==> src/hdl/lpd_pkg.sv <==
package lpd_pkg;

  // Framing bytes on the sensor link.
  localparam logic [7:0] SYNC_INFO = 8'hAA;
  localparam logic [7:0] SYNC_MEAS = 8'hFA;
  localparam logic [7:0] ESC_BYTE  = 8'hA9;

  // Second byte of an escape pair.
  localparam logic [7:0] ESC_CODE_A9 = 8'h00;
  localparam logic [7:0] ESC_CODE_AA = 8'h01;

  localparam int unsigned IDX_W = 7;

  // Byte offsets inside the frames. The sync byte is offset 0.
  localparam logic [IDX_W-1:0] INFO_SUM_LAST  = 7'd82;
  localparam logic [IDX_W-1:0] INFO_LAST_IDX  = 7'd84;
  localparam logic [IDX_W-1:0] MEAS_SPEED_IDX = 7'd3;
  localparam logic [IDX_W-1:0] MEAS_SUM_LAST  = 7'd19;
  localparam logic [IDX_W-1:0] MEAS_LAST_IDX  = 7'd21;

  // Ten shifted words of 16 bits stay below 2^26.
  localparam int unsigned ACC_W  = 26;
  localparam int unsigned FOLD_W = 15;

  typedef enum logic [2:0] {
    ST_PENDING   = 3'd0,
    ST_INFO_OK   = 3'd1,
    ST_INFO_BAD  = 3'd2,
    ST_MEAS_OK   = 3'd3,
    ST_MEAS_BAD  = 3'd4
  } lpd_status_e;

  typedef enum logic [1:0] {
    OP_NONE = 2'd0,
    OP_INFO = 2'd1,
    OP_MEAS = 2'd2
  } lpd_op_e;

  // One classified byte handed from the framer to the checksum unit.
  typedef struct packed {
    lpd_op_e          kind;
    logic [7:0]       data;
    logic [IDX_W-1:0] idx;
  } lpd_op_t;

endpackage

==> src/hdl/lpd_if.sv <==
interface lpd_byte_if;
  logic       valid;
  logic       ready;
  logic [7:0] rx_byte;

  modport source (output valid, output rx_byte, input ready);
  modport sink   (input valid, input rx_byte, output ready);
endinterface

interface lpd_result_if;
  logic        valid;
  logic        ready;
  logic [2:0]  status;
  logic [15:0] computed_sum;
  logic [15:0] received_sum;
  logic [15:0] speed_raw;

  modport source (output valid, output status, output computed_sum,
                  output received_sum, output speed_raw, input ready);
  modport sink   (input valid, input status, input computed_sum,
                  input received_sum, input speed_raw, output ready);
endinterface

==> src/hdl/lidar_packet_deframer.sv <==
// Channel  Dir  Payload                                          Handshake
// rx_i     in   rx_byte[7:0]                                     valid / ready
// res_o    out  status[2:0], computed_sum, received_sum,         valid / ready
//               speed_raw (16 bits each)
//
// One byte is taken per cycle while the queue is not full, and every byte
// gives exactly one result. A result is offered once its request has been
// popped from the queue and has landed in the output register.
// Reset is asynchronous and active low; it returns the framer to idle and
// empties the queue. There is no clearing pass.
// A stalled result side fills the queue; rx_i.ready drops only when it is full.
module lidar_packet_deframer import lpd_pkg::*; #(
  parameter int unsigned QUEUE_DEPTH = 2
) (
  input  logic           clk_i,
  input  logic           rst_ni,
  lpd_byte_if.sink       rx_i,
  lpd_result_if.source   res_o
);

  // The framer in front tracks sync, escape decoding and the byte offset,
  // and turns every received byte into a request: a decoded frame byte with
  // its offset, or an empty request for ignored, escape and aborting bytes.
  // The checksum unit behind the queue builds the little-endian words,
  // runs the checksums, and produces one result per request.

  lpd_op_t front_op;
  lpd_op_t back_op;
  logic    front_push;
  logic    queue_full;
  logic    queue_valid;
  logic    back_pop;

  lpd_front u_front (
    .clk_i     (clk_i),
    .rst_ni    (rst_ni),
    .valid_i   (rx_i.valid),
    .rx_byte_i (rx_i.rx_byte),
    .ready_o   (rx_i.ready),
    .full_i    (queue_full),
    .push_o    (front_push),
    .op_o      (front_op)
  );

  // The queue lets the framer keep taking bytes while a result waits.
  lpd_fifo #(
    .DEPTH (QUEUE_DEPTH)
  ) u_queue (
    .clk_i   (clk_i),
    .rst_ni  (rst_ni),
    .push_i  (front_push),
    .op_i    (front_op),
    .full_o  (queue_full),
    .pop_i   (back_pop),
    .valid_o (queue_valid),
    .op_o    (back_op)
  );

  // The checksum unit pops a request whenever its output register is free
  // or being emptied in the same cycle.
  lpd_back u_back (
    .clk_i          (clk_i),
    .rst_ni         (rst_ni),
    .valid_i        (queue_valid),
    .op_i           (back_op),
    .pop_o          (back_pop),
    .res_valid_o    (res_o.valid),
    .res_ready_i    (res_o.ready),
    .status_o       (res_o.status),
    .computed_sum_o (res_o.computed_sum),
    .received_sum_o (res_o.received_sum),
    .speed_raw_o    (res_o.speed_raw)
  );

endmodule

==> src/hdl/lpd_front.sv <==
module lpd_front import lpd_pkg::*; (
  input  logic       clk_i,
  input  logic       rst_ni,
  input  logic       valid_i,
  input  logic [7:0] rx_byte_i,
  output logic       ready_o,
  input  logic       full_i,
  output logic       push_o,
  output lpd_op_t    op_o
);

  localparam logic [1:0] PH_IDLE = 2'd0;
  localparam logic [1:0] PH_INFO = 2'd1;
  localparam logic [1:0] PH_ESC  = 2'd2;
  localparam logic [1:0] PH_MEAS = 2'd3;

  logic [1:0]       phase_q, phase_d;
  logic [IDX_W-1:0] idx_q, idx_d;
  logic             accept;
  logic             adv;

  assign ready_o = !full_i;
  assign accept  = valid_i && !full_i;
  assign push_o  = accept;

  always_comb begin
    phase_d     = phase_q;
    idx_d       = idx_q;
    adv         = 1'b0;
    op_o.kind   = OP_NONE;
    op_o.data   = rx_byte_i;
    op_o.idx    = idx_q;
    case (phase_q)
      PH_IDLE: begin
        if (rx_byte_i == SYNC_INFO) begin
          phase_d   = PH_INFO;
          op_o.kind = OP_INFO;
          op_o.idx  = '0;
          idx_d     = IDX_W'(1);
        end else if (rx_byte_i == SYNC_MEAS) begin
          phase_d   = PH_MEAS;
          op_o.kind = OP_MEAS;
          op_o.idx  = '0;
          idx_d     = IDX_W'(1);
        end
      end
      PH_INFO: begin
        // A bare info sync byte drops the frame and is not taken as a new sync.
        if (rx_byte_i == SYNC_INFO) begin
          phase_d = PH_IDLE;
        end else if (rx_byte_i == ESC_BYTE) begin
          phase_d = PH_ESC;
        end else begin
          op_o.kind = OP_INFO;
          adv       = 1'b1;
        end
      end
      PH_ESC: begin
        if (rx_byte_i == ESC_CODE_A9) begin
          op_o.kind = OP_INFO;
          op_o.data = ESC_BYTE;
          phase_d   = PH_INFO;
          adv       = 1'b1;
        end else if (rx_byte_i == ESC_CODE_AA) begin
          op_o.kind = OP_INFO;
          op_o.data = SYNC_INFO;
          phase_d   = PH_INFO;
          adv       = 1'b1;
        end else begin
          phase_d = PH_IDLE;
        end
      end
      PH_MEAS: begin
        op_o.kind = OP_MEAS;
        adv       = 1'b1;
      end
      default: begin
        phase_d = PH_IDLE;
      end
    endcase

    if (adv) begin
      idx_d = idx_q + IDX_W'(1);
      if ((op_o.kind == OP_INFO && idx_q == INFO_LAST_IDX) ||
          (op_o.kind == OP_MEAS && idx_q == MEAS_LAST_IDX)) begin
        phase_d = PH_IDLE;
      end
    end
  end

  always_ff @(posedge clk_i or negedge rst_ni) begin
    if (!rst_ni) begin
      phase_q <= PH_IDLE;
      idx_q   <= '0;
    end else if (accept) begin
      phase_q <= phase_d;
      idx_q   <= idx_d;
    end
  end

  a_sync_opens_info: assert property (@(posedge clk_i) disable iff (!rst_ni)
    accept && phase_q == PH_IDLE && rx_byte_i == SYNC_INFO |=> phase_q == PH_INFO)
    else $error("info sync byte did not open a frame");

endmodule

==> src/hdl/lpd_fifo.sv <==
module lpd_fifo import lpd_pkg::*; #(
  parameter int unsigned DEPTH = 2
) (
  input  logic    clk_i,
  input  logic    rst_ni,
  input  logic    push_i,
  input  lpd_op_t op_i,
  output logic    full_o,
  input  logic    pop_i,
  output logic    valid_o,
  output lpd_op_t op_o
);

  localparam int unsigned PTR_W = (DEPTH > 1) ? $clog2(DEPTH) : 1;
  localparam int unsigned CNT_W = $clog2(DEPTH + 1);
  localparam logic [PTR_W-1:0] PTR_LAST = PTR_W'(DEPTH - 1);
  localparam logic [CNT_W-1:0] CNT_FULL = CNT_W'(DEPTH);

  lpd_op_t          mem_q [DEPTH];
  logic [PTR_W-1:0] wr_ptr_q, rd_ptr_q;
  logic [CNT_W-1:0] cnt_q;
  logic             do_push, do_pop;

  assign full_o  = (cnt_q == CNT_FULL);
  assign valid_o = (cnt_q != '0);
  assign op_o    = mem_q[rd_ptr_q];
  assign do_push = push_i && !full_o;
  assign do_pop  = pop_i && valid_o;

  always_ff @(posedge clk_i) begin
    if (do_push) begin
      mem_q[wr_ptr_q] <= op_i;
    end
  end

  always_ff @(posedge clk_i or negedge rst_ni) begin
    if (!rst_ni) begin
      wr_ptr_q <= '0;
      rd_ptr_q <= '0;
      cnt_q    <= '0;
    end else begin
      if (do_push) begin
        wr_ptr_q <= (wr_ptr_q == PTR_LAST) ? '0 : wr_ptr_q + PTR_W'(1);
      end
      if (do_pop) begin
        rd_ptr_q <= (rd_ptr_q == PTR_LAST) ? '0 : rd_ptr_q + PTR_W'(1);
      end
      if (do_push && !do_pop) begin
        cnt_q <= cnt_q + CNT_W'(1);
      end else if (do_pop && !do_push) begin
        cnt_q <= cnt_q - CNT_W'(1);
      end
    end
  end

  a_count_bound: assert property (@(posedge clk_i) disable iff (!rst_ni)
    cnt_q <= CNT_FULL)
    else $error("queue count past its depth");

endmodule

==> src/hdl/lpd_back.sv <==
module lpd_back import lpd_pkg::*; (
  input  logic        clk_i,
  input  logic        rst_ni,
  input  logic        valid_i,
  input  lpd_op_t     op_i,
  output logic        pop_o,
  output logic        res_valid_o,
  input  logic        res_ready_i,
  output logic [2:0]  status_o,
  output logic [15:0] computed_sum_o,
  output logic [15:0] received_sum_o,
  output logic [15:0] speed_raw_o
);

  logic [7:0]       hold_q, hold_d;
  logic [ACC_W-1:0] acc_q, acc_d;
  logic [15:0]      speed_q, speed_d;
  logic             out_valid_q;
  lpd_status_e      status_q, status_d;
  logic [15:0]      comp_q, comp_d;
  logic [15:0]      rcv_q, rcv_d;
  logic [15:0]      spd_q, spd_d;
  logic [15:0]      word;
  logic [15:0]      info_sum;
  logic [ACC_W-1:0] fold_full;
  logic [FOLD_W-1:0] fold;

  assign pop_o     = valid_i && (!out_valid_q || res_ready_i);
  assign word      = {op_i.data, hold_q};
  assign info_sum  = acc_q[15:0] + word;
  assign fold_full = acc_q + (acc_q >> FOLD_W);
  assign fold      = fold_full[FOLD_W-1:0];

  always_comb begin
    hold_d   = hold_q;
    acc_d    = acc_q;
    speed_d  = speed_q;
    status_d = ST_PENDING;
    comp_d   = '0;
    rcv_d    = '0;
    spd_d    = '0;
    case (op_i.kind)
      OP_INFO: begin
        if (op_i.idx == '0) begin
          hold_d = op_i.data;
          acc_d  = '0;
        end else if (op_i.idx[0]) begin
          hold_d = op_i.data;
        end else if (op_i.idx <= INFO_SUM_LAST) begin
          acc_d = ACC_W'(info_sum);
        end else if (op_i.idx == INFO_LAST_IDX) begin
          status_d = (acc_q[15:0] == word) ? ST_INFO_OK : ST_INFO_BAD;
          comp_d   = acc_q[15:0];
          rcv_d    = word;
        end
      end
      OP_MEAS: begin
        if (op_i.idx == '0) begin
          hold_d = op_i.data;
          acc_d  = '0;
        end else if (!op_i.idx[0]) begin
          hold_d = op_i.data;
        end else begin
          if (op_i.idx <= MEAS_SUM_LAST) begin
            acc_d = {acc_q[ACC_W-2:0], 1'b0} + ACC_W'(word);
          end
          if (op_i.idx == MEAS_SPEED_IDX) begin
            speed_d = word;
          end
          if (op_i.idx == MEAS_LAST_IDX) begin
            acc_d    = ACC_W'(fold);
            status_d = (16'(fold) == word) ? ST_MEAS_OK : ST_MEAS_BAD;
            comp_d   = 16'(fold);
            rcv_d    = word;
            spd_d    = speed_q;
          end
        end
      end
      default: begin
      end
    endcase
  end

  always_ff @(posedge clk_i or negedge rst_ni) begin
    if (!rst_ni) begin
      hold_q      <= '0;
      acc_q       <= '0;
      speed_q     <= '0;
      out_valid_q <= 1'b0;
    end else begin
      if (pop_o) begin
        hold_q      <= hold_d;
        acc_q       <= acc_d;
        speed_q     <= speed_d;
        out_valid_q <= 1'b1;
      end else if (res_ready_i) begin
        out_valid_q <= 1'b0;
      end
    end
  end

  always_ff @(posedge clk_i) begin
    if (pop_o) begin
      status_q <= status_d;
      comp_q   <= comp_d;
      rcv_q    <= rcv_d;
      spd_q    <= spd_d;
    end
  end

  assign res_valid_o    = out_valid_q;
  assign status_o       = status_q;
  assign computed_sum_o = comp_q;
  assign received_sum_o = rcv_q;
  assign speed_raw_o    = spd_q;

  a_pending_zero: assert property (@(posedge clk_i) disable iff (!rst_ni)
    out_valid_q && status_q == ST_PENDING |->
      comp_q == '0 && rcv_q == '0 && spd_q == '0)
    else $error("pending result carries nonzero fields");

  a_info_no_speed: assert property (@(posedge clk_i) disable iff (!rst_ni)
    out_valid_q && (status_q == ST_INFO_OK || status_q == ST_INFO_BAD) |->
      spd_q == '0)
    else $error("info result carries a speed word");

endmodule
==> src/flat_wrapper.sv <==
// flat-port wrapper written by rule: the top's interface ports become plain ports
module lidar_packet_deframer_flat import lpd_pkg::*;
#(
  parameter int unsigned QUEUE_DEPTH = 2
)
  (clk_i, rst_ni, rx_i_valid, rx_i_rx_byte, rx_i_ready, res_o_valid, res_o_status, res_o_computed_sum, res_o_received_sum, res_o_speed_raw, res_o_ready);
  lpd_byte_if rx_i_i ();
  lpd_result_if res_o_i ();
  input  logic clk_i;
  input  logic rst_ni;
  input wire logic [$bits(rx_i_i.valid)-1:0] rx_i_valid;
  input wire logic [$bits(rx_i_i.rx_byte)-1:0] rx_i_rx_byte;
  output wire logic [$bits(rx_i_i.ready)-1:0] rx_i_ready;
  output wire logic [$bits(res_o_i.valid)-1:0] res_o_valid;
  output wire logic [$bits(res_o_i.status)-1:0] res_o_status;
  output wire logic [$bits(res_o_i.computed_sum)-1:0] res_o_computed_sum;
  output wire logic [$bits(res_o_i.received_sum)-1:0] res_o_received_sum;
  output wire logic [$bits(res_o_i.speed_raw)-1:0] res_o_speed_raw;
  input wire logic [$bits(res_o_i.ready)-1:0] res_o_ready;
  assign rx_i_i.valid = rx_i_valid;
  assign rx_i_i.rx_byte = rx_i_rx_byte;
  assign rx_i_ready = rx_i_i.ready;
  assign res_o_valid = res_o_i.valid;
  assign res_o_status = res_o_i.status;
  assign res_o_computed_sum = res_o_i.computed_sum;
  assign res_o_received_sum = res_o_i.received_sum;
  assign res_o_speed_raw = res_o_i.speed_raw;
  assign res_o_i.ready = res_o_ready;
  lidar_packet_deframer #(.QUEUE_DEPTH(QUEUE_DEPTH)) u_core (.clk_i(clk_i), .rst_ni(rst_ni), .rx_i(rx_i_i), .res_o(res_o_i));
endmodule
==> config.mk <==
export PLATFORM = sky130hd
export DESIGN_NAME = lidar_packet_deframer_flat
export DESIGN_NICKNAME = d
export VERILOG_FILES = /design/src/hdl/lpd_pkg.sv /design/src/hdl/lpd_if.sv /design/src/hdl/lidar_packet_deframer.sv /design/src/hdl/lpd_front.sv /design/src/hdl/lpd_fifo.sv /design/src/hdl/lpd_back.sv /design/src/flat_wrapper.sv
export SDC_FILE = /design/constraint.sdc
export NUM_CORES = 1
export LEC_CHECK = 0
export BUFFER_PORTS_ARGS = -buffer_cell sky130_fd_sc_hd__buf_2
export CORE_ASPECT_RATIO = 1.5
export CORE_MARGIN = 5
export CORE_UTILIZATION = 55
export DETAILED_ROUTE_END_ITERATION = 10
export PLACE_DENSITY_LB_ADDON = 0.2
export SLEW_MARGIN = 30
export SYNTH_ARGS = -nofsm -noshare
export SYNTH_HDL_FRONTEND = slang
export SYNTH_SLANG_ARGS = --single-unit
==> constraint.sdc <==
create_clock -name clk_i -period 3.24 [get_ports clk_i]
set_input_delay 0.972 -clock clk_i [delete_from_list [all_inputs] [get_ports clk_i]]
set_output_delay 0.972 -clock clk_i [all_outputs]
set_load 0.01 [all_outputs]
==> results_dict.tcl <==
set metrics [dict create \
    async_flop_share 0.430 \
    gp_congestion 0.955 \
    io_pins 65 \
    clk_latency_ns 0.43 \
    seqCellArea_um2 4160 \
    powerDensity_nw_per_um2 1050 \
    n_antenna_cell 0 \
    period_minus_slack_ns 3.12 \
    highest_layer "met4" \
    dieArea_um2 19000 \
    area_growth_pct 16.6 \
    clock_sinks 149 \
    critPathMaxFanout 5 \
    multi_input_area_um2 4600 \
    p_sw_frac 0.437 \
    critPathRequiredTime_ns 3.40 \
    rsz0062_at_grt "no" \
    crit_type "flip-flop to flip-flop" \
    critPathLaunchType "flip-flop" \
    postRouteAntennaNets 0 \
    leakage_nw 4.45 \
    place_ws_ns -0.00552 \
    vias 7283 \
    status "completed" \
    drv_cap 0 \
    arrival_ns 3.28 \
    ys_warn_count 0 \
    grt_pass1_vias 7243 \
    p_sw_w 0.00480 \
    worst_pin_slew_ns 0.800 \
    core_um2 16100 \
    nets 1032 \
    setup_viol 0 \
    vias_per_cell 6.13 \
    n_fill_cell 1306 \
    fin_crit_sh 0.962 \
    detail_route.wl_per_cell_um 19.9 \
    numCtsBuffers 17 \
    final.setup_skew_ns 0.0130 \
    grt_max_degree 52 \
    wl_met3_um 1350 \
    synth_nets 934 \
    hold_path.class "flip-flop to flip-flop" \
    start_util 0.557 \
    path_clk_slew_ns 0.07 \
    pwr-share-clk 0.183 \
    firstDrtPassIters 5 \
    end_kind "flip-flop" \
    dp.final_hpwl_um 17700 \
    wirelength_met1_um 8640 \
    std_cell_rows 57 \
    die_w_um 114 \
    peakVddDrop_mv 0.526 \
    finalMaxSlewViolations 0 \
    relSlewSlack 0.467 \
    clk_path_buf_depth 2 \
    io_buffer_count 64 \
    grt.total_usage 0.253 \
    p_seq_frac 0.292 \
    antenna_found_initial 0 \
    cts_setup_buffers 0 \
    syn_area_per_cell_um2 10.3 \
    drc_errors 0 \
    finalWorstSetupSlack_ns 0.123 \
    yosys.cell_types.count 72 \
    cts_tree "yes" \
    die_h_um 166 \
    synth_top_flop_cell "edfxtp_1" \
    grt_overflow 0 \
    synth_cells 872 \
    drive_gt1_frac 0.194 \
    synth_seq_cells 149 \
    grt_pass1_wl_um 37600 \
    fmax_mhz 321 \
    pwr-share-comb 0.524 \
    h-tree-depth 4 \
    wl_um 23600 \
    synth-seq-area-share 0.463 \
    root_buffer "clkbuf_16" \
    intPower_w 0.00618 \
    synth_edf_count 85 \
    hold_violations 0 \
    syn-cell-area_um2 8980 \
    met2WireLength_um 12300 \
    whs_ns 0.492 \
    drtIter0Drc 485 \
]
## area by class of cell
cell class | count | share of cell area
Multi-Input combinational cell | 654 | 0.439
Sequential cell | 149 | 0.397
Clock inverter | 15 | 0.0183
Tap cell | 206 | 0.0246
Inverter | 34 | 0.0125
Timing Repair Buffer | 114 | 0.0680
Clock buffer | 17 | 0.0406
## power groups by stage
| stage | registers, W | clock network, W | logic, W |
|---|---|---|---|
| finish | 0.00321 | 0.00202 | 0.00576 |
| global route | 0.00329 | 0.00212 | 0.00631 |
| CTS | 0.00320 | 0.00204 | 0.00568 |
| detailed placement | 0.00323 | 0 | 0.00561 |
| global placement | 0.00322 | 0 | 0.00555 |
| floorplan | 0.00320 | 0 | 0.00391 |
## repair_timing
| item | in CTS | in global routing |
|---|---|---|
| gates resized for setup | 1 | 11 |
| pin swaps | 0 | 2 |
| setup endpoints to repair | 2 | 21 |
| hold buffers | 0 | 0 |
## registers in the layout, indices dropped and copies added (netlist names)
| register | flops |
|---|---|
| u_core.u_back.acc_q | 26 |
| u_core.u_queue.mem_q | 34 |
| u_core.u_back.computed_sum_o | 16 |
| u_core.u_front.idx_q | 7 |
| u_core.u_back.status_o | 3 |
| u_core.u_back.received_sum_o | 16 |
| u_core.u_back.speed_q | 16 |
| u_core.u_back.hold_q | 8 |
| u_core.u_back.speed_raw_o | 16 |
| u_core.u_queue.rd_ptr_q | 1 |
| u_core.u_queue.cnt_q | 2 |
| u_core.u_front.phase_q | 2 |
| u_core.u_back.res_valid_o | 1 |
| u_core.u_queue.wr_ptr_q | 1 |
## critical path: stages, from the launching register on
cell	delay (ns)
dfrtp_2	0.42
ha_2	0.21
inv_1	0.06
fa_1	0.60
xor2_1	0.16
nand3_1	0.10
a2111oi_2	0.33
o211ai_1	0.13
and4b_1	0.32
nand4_1	0.21
nor3_2	0.25
nor2_1	0.06
## synthesized netlist by cell type, types with 13 or more instances
cell type  count  area (um^2)
and2_1        24          150
nor2b_1       14         87.6
ha_1          47          588
o21a_1        13         97.6
xor2_1        21          184
a22o_1        18          158
edfxtp_1      85         2550
mux2i_1       15          150
inv_1         34          128
clkbuf_1      23         86.3
nor2_1        68          255
a21oi_1       49          245
nand2_1       63          236
xnor2_1       41          359
a21o_1        14          105
dfrtp_1       64         1600
nor3_1        19         95.1
o21ai_0       59          295
## routing by layer
layer,track usage,vias to the layer above
li1,-,3450
met4,0.144,0
met1,0.292,3480
met2,0.441,280
met5,0,-
met3,0.0388,73
## cells by family (layout without fill, tap and decap cells)
group	count (synthesis)	in the layout	share of synthesized area
buf+inv	69	180	0.0327
flops	149	149	0.463
compound gates	244	244	0.183
xor+xnor	62	62	0.0605
simple gates	270	270	0.155
fa+ha+maj	50	50	0.0722
mux	28	28	0.0346
## cells in the final DEF, fill, tap and decap left out, types with 12 or more instances in the layout
cell type	instances
edfxtp_1	85
nor2_1	68
buf_2	64
nand2_1	63
dfrtp_1	62
o21ai_0	57
a21oi_1	48
buf_4	48
ha_1	46
xnor2_1	41
inv_1	33
and2_1	24
xor2_1	21
a22o_1	18
clkbuf_16	17
nor3_1	16
mux2i_1	14
nor2b_1	14
a21o_1	14
o21a_1	13
nand3_1	12
a211oi_1	12
## stage by stage
step	utilization	cell area, um^2	setup TNS [ns]	total power, W	instances
3_3_place_gp	0.608	9800	0	0.00877	1157
4_1_cts	0.647	10400	0	0.0109	1189
5_1_grt	0.650	10500	0	0.0117	1189
6_report	0.650	10500	0	0.0110	1189
2_1_floorplan	-	8990	0	0.00711	872
3_5_place_dp	0.608	9810	-0.00596	0.00884	1157
## final timing paths
kind / from / end / slack, ns / cells after the start
worst max-delay path: u_core.u_back.acc_q[0] / u_core.u_back.status_o[2] / 0.12 / 11
max in group asynchronous: rst_ni / u_core.u_front.idx_q[0] / 2.13 / 2
min in group asynchronous: rst_ni / u_core.u_back.speed_q[11] / 0.51 / 1
worst min-delay path: u_core.u_queue.wr_ptr_q / u_core.u_queue.wr_ptr_q / 0.49 / 1
worst min register to register: u_core.u_queue.wr_ptr_q / u_core.u_queue.wr_ptr_q / 0.49 / 1
worst max register to register: u_core.u_back.acc_q[0] / u_core.u_back.status_o[2] / 0.12 / 11
Note: power is estimated with default switching activity, not from simulation.
